<file path="src/sv/gdk_pkg.sv">
// ----------------------------------------------------------------------------
// gdk_pkg
// shared types, constants and tables of the gaussian derivative kernel core
// ----------------------------------------------------------------------------
package gdk_pkg;

  localparam int DIM_MAX  = 7;
  localparam int IDX_W    = 3;
  localparam int COORD_W  = 24;
  localparam int DIFF_W   = 25;
  localparam int THETA_W  = 24;
  localparam int R2_W     = 56;
  localparam int CM_W     = 49;
  localparam int RAM_W    = DIFF_W + 1;
  localparam int ENTRY_W  = 48;
  localparam int P_W      = 33;
  localparam int X_W      = 37;
  localparam int Y_W      = 38;
  localparam int PROD_W   = 96;
  localparam int RECIP_W  = 37;

  localparam logic [P_W-1:0]    ONE_Q32    = 33'h1_0000_0000;
  localparam logic [31:0]       LOG2E_FRAC = 32'h7154_7653;
  localparam logic [31:0]       LN2_Q32    = 32'hB172_17F8;
  localparam logic [75:0]       EXP_LIMIT  = 76'd24 << 48;
  localparam logic [3:0]        SERIES_TERMS = 4'd10;
  localparam logic [63:0]       POS_LIMIT  = (64'd1 << 47) - 64'd1;
  localparam logic [63:0]       NEG_LIMIT  = 64'd1 << 47;

  // register indexes on the apb port
  localparam logic [0:0] REG_THETA = 1'b0;
  localparam logic [0:0] REG_DIM   = 1'b1;

  typedef struct packed {
    logic [IDX_W-1:0] n;
    logic [R2_W-1:0]  r2;
  } job_t;

  typedef struct packed {
    logic             we;
    logic [IDX_W-1:0] addr;
    logic [RAM_W-1:0] data;
  } ram_wr_t;

  typedef enum logic [3:0] {
    B_IDLE,
    B_THR,
    B_Y,
    B_T,
    B_HTP,
    B_HREC,
    B_HCOR,
    B_SCALE,
    B_RD,
    B_E1,
    B_E2,
    B_OUT
  } back_state_t;

  // floor(2^36 / k) for the series divisors
  function automatic logic [RECIP_W-1:0] recip(input logic [3:0] k);
    logic [RECIP_W-1:0] r;
    case (k)
      4'd1:    r = 37'd68719476736;
      4'd2:    r = 37'd34359738368;
      4'd3:    r = 37'd22906492245;
      4'd4:    r = 37'd17179869184;
      4'd5:    r = 37'd13743895347;
      4'd6:    r = 37'd11453246122;
      4'd7:    r = 37'd9817068105;
      4'd8:    r = 37'd8589934592;
      4'd9:    r = 37'd7635497415;
      4'd10:   r = 37'd6871947673;
      default: r = '0;
    endcase
    return r;
  endfunction

endpackage

</file>
<file path="src/sv/gdk_back.sv">
// ----------------------------------------------------------------------------
// gdk_back
// sequencer: exp(-theta*r2) by series, then one matrix entry per pass
// ----------------------------------------------------------------------------
module gdk_back (
  input  logic                                clk,
  input  logic                                rst,
  input  logic [gdk_pkg::THETA_W-1:0]         theta,
  input  logic                                job_empty,
  input  gdk_pkg::job_t                       job,
  output logic                                pop,
  output logic [gdk_pkg::IDX_W-1:0]           raddr_r,
  output logic [gdk_pkg::IDX_W-1:0]           raddr_c,
  input  logic [gdk_pkg::RAM_W-1:0]           rdata_r,
  input  logic [gdk_pkg::RAM_W-1:0]           rdata_c,
  output logic                                mul_start,
  output logic [63:0]                         mul_a,
  output logic [63:0]                         mul_b,
  input  logic                                mul_done,
  input  logic [gdk_pkg::PROD_W-1:0]          mul_prod,
  output logic                                active,
  output logic                                result_valid,
  output logic [gdk_pkg::IDX_W-1:0]           row_index,
  output logic [gdk_pkg::IDX_W-1:0]           col_index,
  output logic signed [gdk_pkg::ENTRY_W-1:0]  entry_value,
  output logic                                saturated,
  output logic                                last_entry
);

  gdk_pkg::back_state_t state;
  gdk_pkg::back_state_t state_next;

  logic                       issued;
  logic [gdk_pkg::IDX_W-1:0]  n_job;
  logic [gdk_pkg::R2_W-1:0]   r2;
  logic                       in_range;
  logic [gdk_pkg::P_W-1:0]    s;
  logic [gdk_pkg::X_W-1:0]    x;
  logic [5:0]                 nsh;
  logic [31:0]                yfrac;
  logic [31:0]                t;
  logic [gdk_pkg::P_W-1:0]    p;
  logic [3:0]                 k;
  logic [gdk_pkg::P_W-1:0]    v;
  logic [gdk_pkg::P_W-1:0]    qe;
  logic [gdk_pkg::IDX_W-1:0]  r;
  logic [gdk_pkg::IDX_W-1:0]  c;
  logic [63:0]                qv;
  logic [63:0]                m;
  logic                       neg_m;

  logic        k00;
  logic        kedge;
  logic        kdiag;
  logic        e_skip;
  logic        is_mul;
  logic        thr_ok;
  logic        last_c;
  logic [gdk_pkg::Y_W-1:0] y;
  logic [36:0] qk;
  logic [36:0] rem;
  logic [gdk_pkg::P_W-1:0] q_fix;
  logic [63:0] q4;
  logic [63:0] tt;
  logic [gdk_pkg::CM_W-1:0] cm_r;
  logic [gdk_pkg::CM_W-1:0] cm_c;
  logic [gdk_pkg::ENTRY_W-1:0] mc;
  logic        sat_c;

  always_comb begin
    k00    = (r == '0) && (c == '0);
    kedge  = (r == '0) != (c == '0);
    kdiag  = (r == c) && (r != '0);
    e_skip = k00 || !in_range;
    last_c = (r == n_job) && (c == n_job);
    thr_ok = (theta == '0) || (mul_prod[75:0] <= gdk_pkg::EXP_LIMIT);
    // theta*|d| from the stored magnitude, theta as it stands for this matrix
    cm_r   = gdk_pkg::CM_W'(theta) * gdk_pkg::CM_W'(rdata_r[gdk_pkg::DIFF_W-1:0]);
    cm_c   = gdk_pkg::CM_W'(theta) * gdk_pkg::CM_W'(rdata_c[gdk_pkg::DIFF_W-1:0]);
    y      = gdk_pkg::Y_W'(x) + gdk_pkg::Y_W'(gdk_pkg::Y_W'(x[36:32]) *
             gdk_pkg::Y_W'(gdk_pkg::LOG2E_FRAC)) + gdk_pkg::Y_W'(mul_prod[63:32]);
    qk     = 37'(qe) * 37'(k);
    rem    = 37'(v) - qk;
    q_fix  = (rem >= 37'(k)) ? qe + gdk_pkg::P_W'(1) : qe;
    q4     = {mul_prod[93:32], 2'b00};
    tt     = 64'(theta) << 17;
    // clip to the 48-bit signed range
    if (!neg_m && m > gdk_pkg::POS_LIMIT) begin
      mc = gdk_pkg::POS_LIMIT[gdk_pkg::ENTRY_W-1:0];
      sat_c = 1'b1;
    end else if (neg_m && m > gdk_pkg::NEG_LIMIT) begin
      mc = gdk_pkg::NEG_LIMIT[gdk_pkg::ENTRY_W-1:0];
      sat_c = 1'b1;
    end else begin
      mc = m[gdk_pkg::ENTRY_W-1:0];
      sat_c = 1'b0;
    end
  end

  // next state
  always_comb begin
    state_next = state;
    case (state)
      gdk_pkg::B_IDLE:  if (!job_empty) state_next = gdk_pkg::B_THR;
      gdk_pkg::B_THR:   if (mul_done) begin
        state_next = (theta == '0 || !thr_ok) ? gdk_pkg::B_RD : gdk_pkg::B_Y;
      end
      gdk_pkg::B_Y:     if (mul_done) state_next = gdk_pkg::B_T;
      gdk_pkg::B_T:     if (mul_done) state_next = gdk_pkg::B_HTP;
      gdk_pkg::B_HTP:   if (mul_done) state_next = gdk_pkg::B_HREC;
      gdk_pkg::B_HREC:  if (mul_done) state_next = gdk_pkg::B_HCOR;
      gdk_pkg::B_HCOR:  state_next = (k == 4'd1) ? gdk_pkg::B_SCALE : gdk_pkg::B_HTP;
      gdk_pkg::B_SCALE: state_next = gdk_pkg::B_RD;
      gdk_pkg::B_RD:    state_next = gdk_pkg::B_E1;
      gdk_pkg::B_E1: begin
        if (e_skip) begin
          state_next = gdk_pkg::B_OUT;
        end else if (mul_done) begin
          state_next = kedge ? gdk_pkg::B_OUT : gdk_pkg::B_E2;
        end
      end
      gdk_pkg::B_E2:    if (mul_done) state_next = gdk_pkg::B_OUT;
      gdk_pkg::B_OUT:   state_next = last_c ? gdk_pkg::B_IDLE : gdk_pkg::B_RD;
      default:          state_next = gdk_pkg::B_IDLE;
    endcase
  end

  // outputs to the queue, ram and multiplier
  always_comb begin
    pop     = (state == gdk_pkg::B_IDLE) && !job_empty;
    raddr_r = (r == '0) ? '0 : r - gdk_pkg::IDX_W'(1);
    raddr_c = (c == '0) ? '0 : c - gdk_pkg::IDX_W'(1);
    active  = (state != gdk_pkg::B_IDLE);
    mul_a   = '0;
    mul_b   = '0;
    is_mul  = 1'b1;
    case (state)
      gdk_pkg::B_THR:  begin mul_a = 64'(r2);    mul_b = 64'(theta); end
      gdk_pkg::B_Y:    begin mul_a = 64'(x[31:0]); mul_b = 64'(gdk_pkg::LOG2E_FRAC); end
      gdk_pkg::B_T:    begin mul_a = 64'(yfrac); mul_b = 64'(gdk_pkg::LN2_Q32); end
      gdk_pkg::B_HTP:  begin mul_a = 64'(t);     mul_b = 64'(p); end
      gdk_pkg::B_HREC: begin mul_a = 64'(v);     mul_b = 64'(gdk_pkg::recip(k)); end
      gdk_pkg::B_E1: begin
        if (kedge) begin
          mul_a = (r == '0) ? {14'b0, cm_c, 1'b0} : {14'b0, cm_r, 1'b0};
          mul_b = 64'(s);
        end else begin
          mul_a = 64'(cm_r);
          mul_b = 64'(cm_c);
        end
        is_mul = !e_skip;
      end
      gdk_pkg::B_E2:   begin mul_a = qv; mul_b = 64'(s); end
      default:         is_mul = 1'b0;
    endcase
    mul_start = is_mul && !issued;
  end

  always_ff @(posedge clk) begin
    if (rst) begin
      state        <= gdk_pkg::B_IDLE;
      issued       <= 1'b0;
      result_valid <= 1'b0;
    end else begin
      state        <= state_next;
      result_valid <= (state == gdk_pkg::B_OUT);
      if (mul_start) begin
        issued <= 1'b1;
      end else if (mul_done) begin
        issued <= 1'b0;
      end
    end
  end

  always_ff @(posedge clk) begin
    case (state)
      gdk_pkg::B_IDLE: begin
        n_job <= job.n;
        r2    <= job.r2;
        r     <= '0;
        c     <= '0;
      end
      gdk_pkg::B_THR: if (mul_done) begin
        in_range <= thr_ok;
        s        <= (theta == '0) ? gdk_pkg::ONE_Q32 : '0;
        x        <= mul_prod[52:16];
      end
      gdk_pkg::B_Y: if (mul_done) begin
        nsh   <= y[37:32];
        yfrac <= y[31:0];
      end
      gdk_pkg::B_T: if (mul_done) begin
        t <= mul_prod[63:32];
        p <= gdk_pkg::ONE_Q32;
        k <= gdk_pkg::SERIES_TERMS;
      end
      gdk_pkg::B_HTP:  if (mul_done) v <= mul_prod[64:32];
      gdk_pkg::B_HREC: if (mul_done) qe <= mul_prod[68:36];
      gdk_pkg::B_HCOR: begin
        p <= gdk_pkg::ONE_Q32 - q_fix;
        k <= k - 4'd1;
      end
      gdk_pkg::B_SCALE: s <= p >> nsh;
      gdk_pkg::B_E1: begin
        if (e_skip) begin
          m     <= (k00 && in_range) ? 64'(s) : '0;
          neg_m <= 1'b0;
        end else if (mul_done) begin
          if (kedge) begin
            m     <= mul_prod[95:32];
            // top row follows the sign of d, left column the opposite
            neg_m <= (r == '0) ? rdata_c[gdk_pkg::DIFF_W] : !rdata_r[gdk_pkg::DIFF_W];
          end else if (kdiag) begin
            qv    <= (q4 > tt) ? q4 - tt : tt - q4;
            neg_m <= (q4 > tt);
          end else begin
            qv    <= q4;
            neg_m <= (rdata_r[gdk_pkg::DIFF_W] == rdata_c[gdk_pkg::DIFF_W]);
          end
        end
      end
      gdk_pkg::B_E2: if (mul_done) m <= mul_prod[95:32];
      gdk_pkg::B_OUT: begin
        row_index   <= r;
        col_index   <= c;
        entry_value <= neg_m ? (~mc + gdk_pkg::ENTRY_W'(1)) : mc;
        saturated   <= sat_c;
        last_entry  <= last_c;
        if (c == n_job) begin
          c <= '0;
          r <= r + gdk_pkg::IDX_W'(1);
        end else begin
          c <= c + gdk_pkg::IDX_W'(1);
        end
      end
      default: ;
    endcase
  end

  a_last_diag: assert property (@(posedge clk) disable iff (rst)
    result_valid && last_entry |-> row_index == col_index)
    else $error("last entry off the diagonal");
  a_strobe_src: assert property (@(posedge clk) disable iff (rst)
    result_valid |-> $past(state) == gdk_pkg::B_OUT)
    else $error("result strobe without an output pass");
  a_series_k: assert property (@(posedge clk) disable iff (rst)
    state == gdk_pkg::B_HCOR |-> k != 4'd0)
    else $error("series step with zero divisor");
  a_pop_idle: assert property (@(posedge clk) disable iff (rst)
    pop |=> state == gdk_pkg::B_THR)
    else $error("job popped without starting");

endmodule

</file>
<file path="config.mk">
export PLATFORM = sky130hd
export DESIGN_NAME = gdk_back
export DESIGN_NICKNAME = d
export VERILOG_FILES = /design/src/sv/gdk_pkg.sv /design/src/sv/gdk_back.sv
export SDC_FILE = /design/constraint.sdc
export NUM_CORES = 2
export LEC_CHECK = 0
export ABC_AREA = 1
export BUFFER_PORTS_ARGS = -buffer_cell sky130_fd_sc_hd__buf_4
export CAP_MARGIN = 20
export CORE_ASPECT_RATIO = 0.6
export CORE_MARGIN = 3
export CORE_UTILIZATION = 50
export DETAILED_ROUTE_END_ITERATION = 8
export PLACE_DENSITY = 0.66
export SYNTH_ARGS = -nofsm -noshare
export SYNTH_HDL_FRONTEND = slang
export SYNTH_SLANG_ARGS = --single-unit
</file>
<file path="constraint.sdc">
create_clock -name clk -period 13.16 [get_ports clk]
set_input_delay 1.974 -clock clk [delete_from_list [all_inputs] [get_ports clk]]
set_output_delay 1.974 -clock clk [all_outputs]
set_load 0.01 [all_outputs]
</file>
==> summary.md <==
| Metric | Value |
|---|---|
| Status | completed |
| Nets | between 10000 and 15000 |
| Worst path most repeated cell | inv_1 |
| Reg-to-Reg Start | k[3]$_DFFE_PP_ |
| First-pass GRT wire length | between 500000 and 600000 um |
| Final setup fails | 0 |
| Worst setup EP type | output port |
| Top cell type's share of synthesized area | between 20 and 30% |
| Share of post-route cells with drive strength above 1 | roughly 6.7% |
| GRT Overall Usage | a little over 40% |
| Largest stage delay on the critical path | a little under 0.7 ns |
| Slowest CP cell | xor2_1 |
| IO Port Bufs | 413 |
| P&R area growth vs syn | 8.43% |
| Placed Area | about 90000 sq um |
| Starting density of the core | between 50% and 60% |
| Total number of vias | 75600 |
| Post-CTS Resized | 0 |
| Drt wl/cell | around 27 um |
| FMAX | just under 80 MHz |
| Initial antenna violation count | 35 |
| Syn_area_per_cell | a little under 8 sq um |
| Rel. slew slack | 18.3% |
| Post-Syn Area | between 80000 and 90000 sq um |
| CP startpoint kind | input port |
| Critical Path Source | theta[6] |
| Max-cap violations | 0 |
| Drt first pass iters | 9 |
| Via-to-Cell Ratio | around 5.7 |
| Final Skew | between 0.1 and 0.15 ns |
| Critical path required time | around 11 ns |
| Die W | roughly 530 um |
| Number of synthesized flops with an enable pin | ~490 |
| Largest net degree at the start of global routing | 65 |
| Synth Instances | between 10000 and 15000 |
| RSZ-0062 raised after global routing | false |
| Post-synth ARST share | 0% |
| Final Hold Viols | 0 |
| Crit path max fanout | between 40 and 50 |
| Final TNS setup | 0 ns |
| Hold path start | state[2]$_SDFFE_PP0P_ |
| CTS tree | built |
| Tightest Hold Check Type | register to register |
| Post-DP HPWL | 290000 um |
| DRC viols | 0 |
| Final instance area | about 90000 sq um |
| Row count | roughly 120 |
| Wirelength, routed | 353000 um |
| Hold path depth | 2 |
| Hold endpoint | state[2]$_SDFFE_PP0P_ |
| Synth warn | 0 |
| CTS Sinks | approximately 510 |
| FF-to-FF End | p[32]$_SDFFCE_PN1P_ |
| Synth top area cells | fa_1 (28%), edfxtp_1 (18%), inv_1 (13%) |
| Worst-skew pair later-pin latency | 0.72 ns |
| Hold_ws | 0.500 ns |
| CTS Root Cell | clkbuf_16 |
| Starting DRT DRC Count | roughly 9900 |
| Worst R2R Path Depth | 30 |
| Core area | roughly 160000 sq um |
| Clock transition at path regs | approximately 0.07 ns |
| Inserted Clock Buffers | 52 |
| Post-route ant nets | 0 |
| # hold bufs at CTS | 0 |
| Synth unique cells | 69 |
| Register-to-register setup slack | around 6 ns |
| Slew Viols, Final | 0 |
| FF+latch count, synth | a little over 500 |
| Vias in the first global route | ~72000 |
| WP data arrival | about 11 ns |
| Setup Crit Path Kind | input port to output port |
| Post-CTS setup buffer count | 0 |
| GPL Wtd Cong | ~1.1 |
| Die Height | around 320 um |
| Crit share post-route | a little over nine tenths |
| Die Area | 171000 sq um |
| H-tree Lvls | 2 |
| Crit path time final | between 10 and 15 ns |
| I/O pin total | ~430 |
| Clock Path Buffers | 3 |
| Sequential share of the synthesized area | 18.3% |
| Grt total ovfl | 0 |
| Worst-Margin Slew | 1.21 ns |
| Ys flop type | edfxtp_1 |
| Area leader, netlist | fa_1 |
## how the worst max path moves through the flow
stage,endpoint,slack [ns],depth (start not counted)
after floorplan,mul_a[48],2.61,34
after global placement,mul_a[49],0.81,32
after detailed placement,mul_a[49],0.93,32
after CTS,mul_a[49],0.86,32
after global routing,mul_a[49],0.18,32
final,mul_a[49],0.52,32
## per-layer routing
| metal | GRT usage [%] | part of all wire, % | vias up |
|---|---|---|---|
| li1 | - | - | 32800 |
| met5 | 0 | 0.042 | - |
| met1 | 61.8 | 43 | 37100 |
| met2 | 52.7 | 37 | 4974 |
| met3 | 16.5 | 16 | 622 |
| met4 | 11.4 | 3.5 | 20 |
## Yosys cell counts, types with 14 or more instances
library cell     n
ha_1           569
inv_1         2766
a21oi_1        394
nor4_1          58
a22o_1          24
nand2_1       2641
buf_4           17
dfxtp_1         22
nor2_2          17
xor2_1         174
a31oi_1         52
nor2_1         670
o22ai_1         24
o221ai_1        18
or2_2           16
nand3_1        285
nand4_1         70
edfxtp_1       492
o21ai_0        379
mux2i_1         30
fa_1          1174
nor3_1          70
a221oi_1        43
a211oi_1        16
o21a_1          26
xnor2_1         94
inv_2           14
nand2_2         31
clkbuf_1       403
buf_1           18
o211ai_1        50
## kinds of logic (layout without fill, tap and decap cells)
family | after synthesis | after routing | synth area share, %
other cells | 1 | 40 | 0.00452
simple gates | 3893 | 3893 | 18.9
buf+inv | 3229 | 3405 | 14.7
fa+ha+maj | 1743 | 1743 | 36.9
xor+xnor | 268 | 268 | 2.83
compound gates | 1116 | 1116 | 7.86
flops | 514 | 514 | 18.3
mux | 30 | 30 | 0.362
## metrics by stage
stage               instances  setup slack, ns  utilization [%]
floorplan               10800             2.61                -
CTS                     13200            0.858             54.7
global placement        13100            0.813             53.6
finish                  13200            0.517             54.7
detailed placement      13100            0.932             53.6
global route            13200            0.176             54.7
## worst max-delay path: cells and delay by family
kind | cells | cell delay, ns
fa+ha+maj | 8 | 3.81
simple gates | 8 | 1.14
buf+inv | 11 | 1.60
xor+xnor | 1 | 0.69
compound gates | 4 | 1.41
## state kept, by name, indices dropped and copies added, names as in the netlist, 32 cells and up, named ones only
| register | cells |
|---|---|
| p | 33 |
| t | 32 |
| x | 37 |
| r2 | 56 |
| s | 33 |
| qv | 62 |
| qe | 33 |
| yfrac | 32 |
| v | 33 |
| entry_value | 48 |
| m | 64 |
## placed cells by master (no fill, tap or decap), types with 30 or more instances in the layout
master	synthesis	routed
xor2_1	174	174
o21ai_0	379	377
a221oi_1	43	43
buf_4	17	520
o211ai_1	50	50
fa_1	1174	1174
nor4_1	58	57
nand2_2	31	31
nor2_1	670	653
nand3_1	285	285
clkbuf_16	0	52
a21oi_1	394	394
xnor2_1	94	94
inv_1	2766	2764
a31oi_1	52	52
nand2_1	2641	2641
mux2i_1	30	30
ha_1	569	568
nand4_1	70	70
edfxtp_1	492	492
nor3_1	70	69
## final cells by class
cell class	instances	area [sq um]
Clock buffer	57	1320
Tap cell	2223	2780
Inverter	2783	10400
Timing Repair Buffer	526	3940
Antenna cell	25	62.6
Sequential cell	514	15200
Multi-Input combinational cell	7065	55700
Fill cell	15700	74400
Clock inverter	39	444
Power is not shown: default switching activity piles up to over one toggle a cycle in this logic, so the estimate is an artifact.
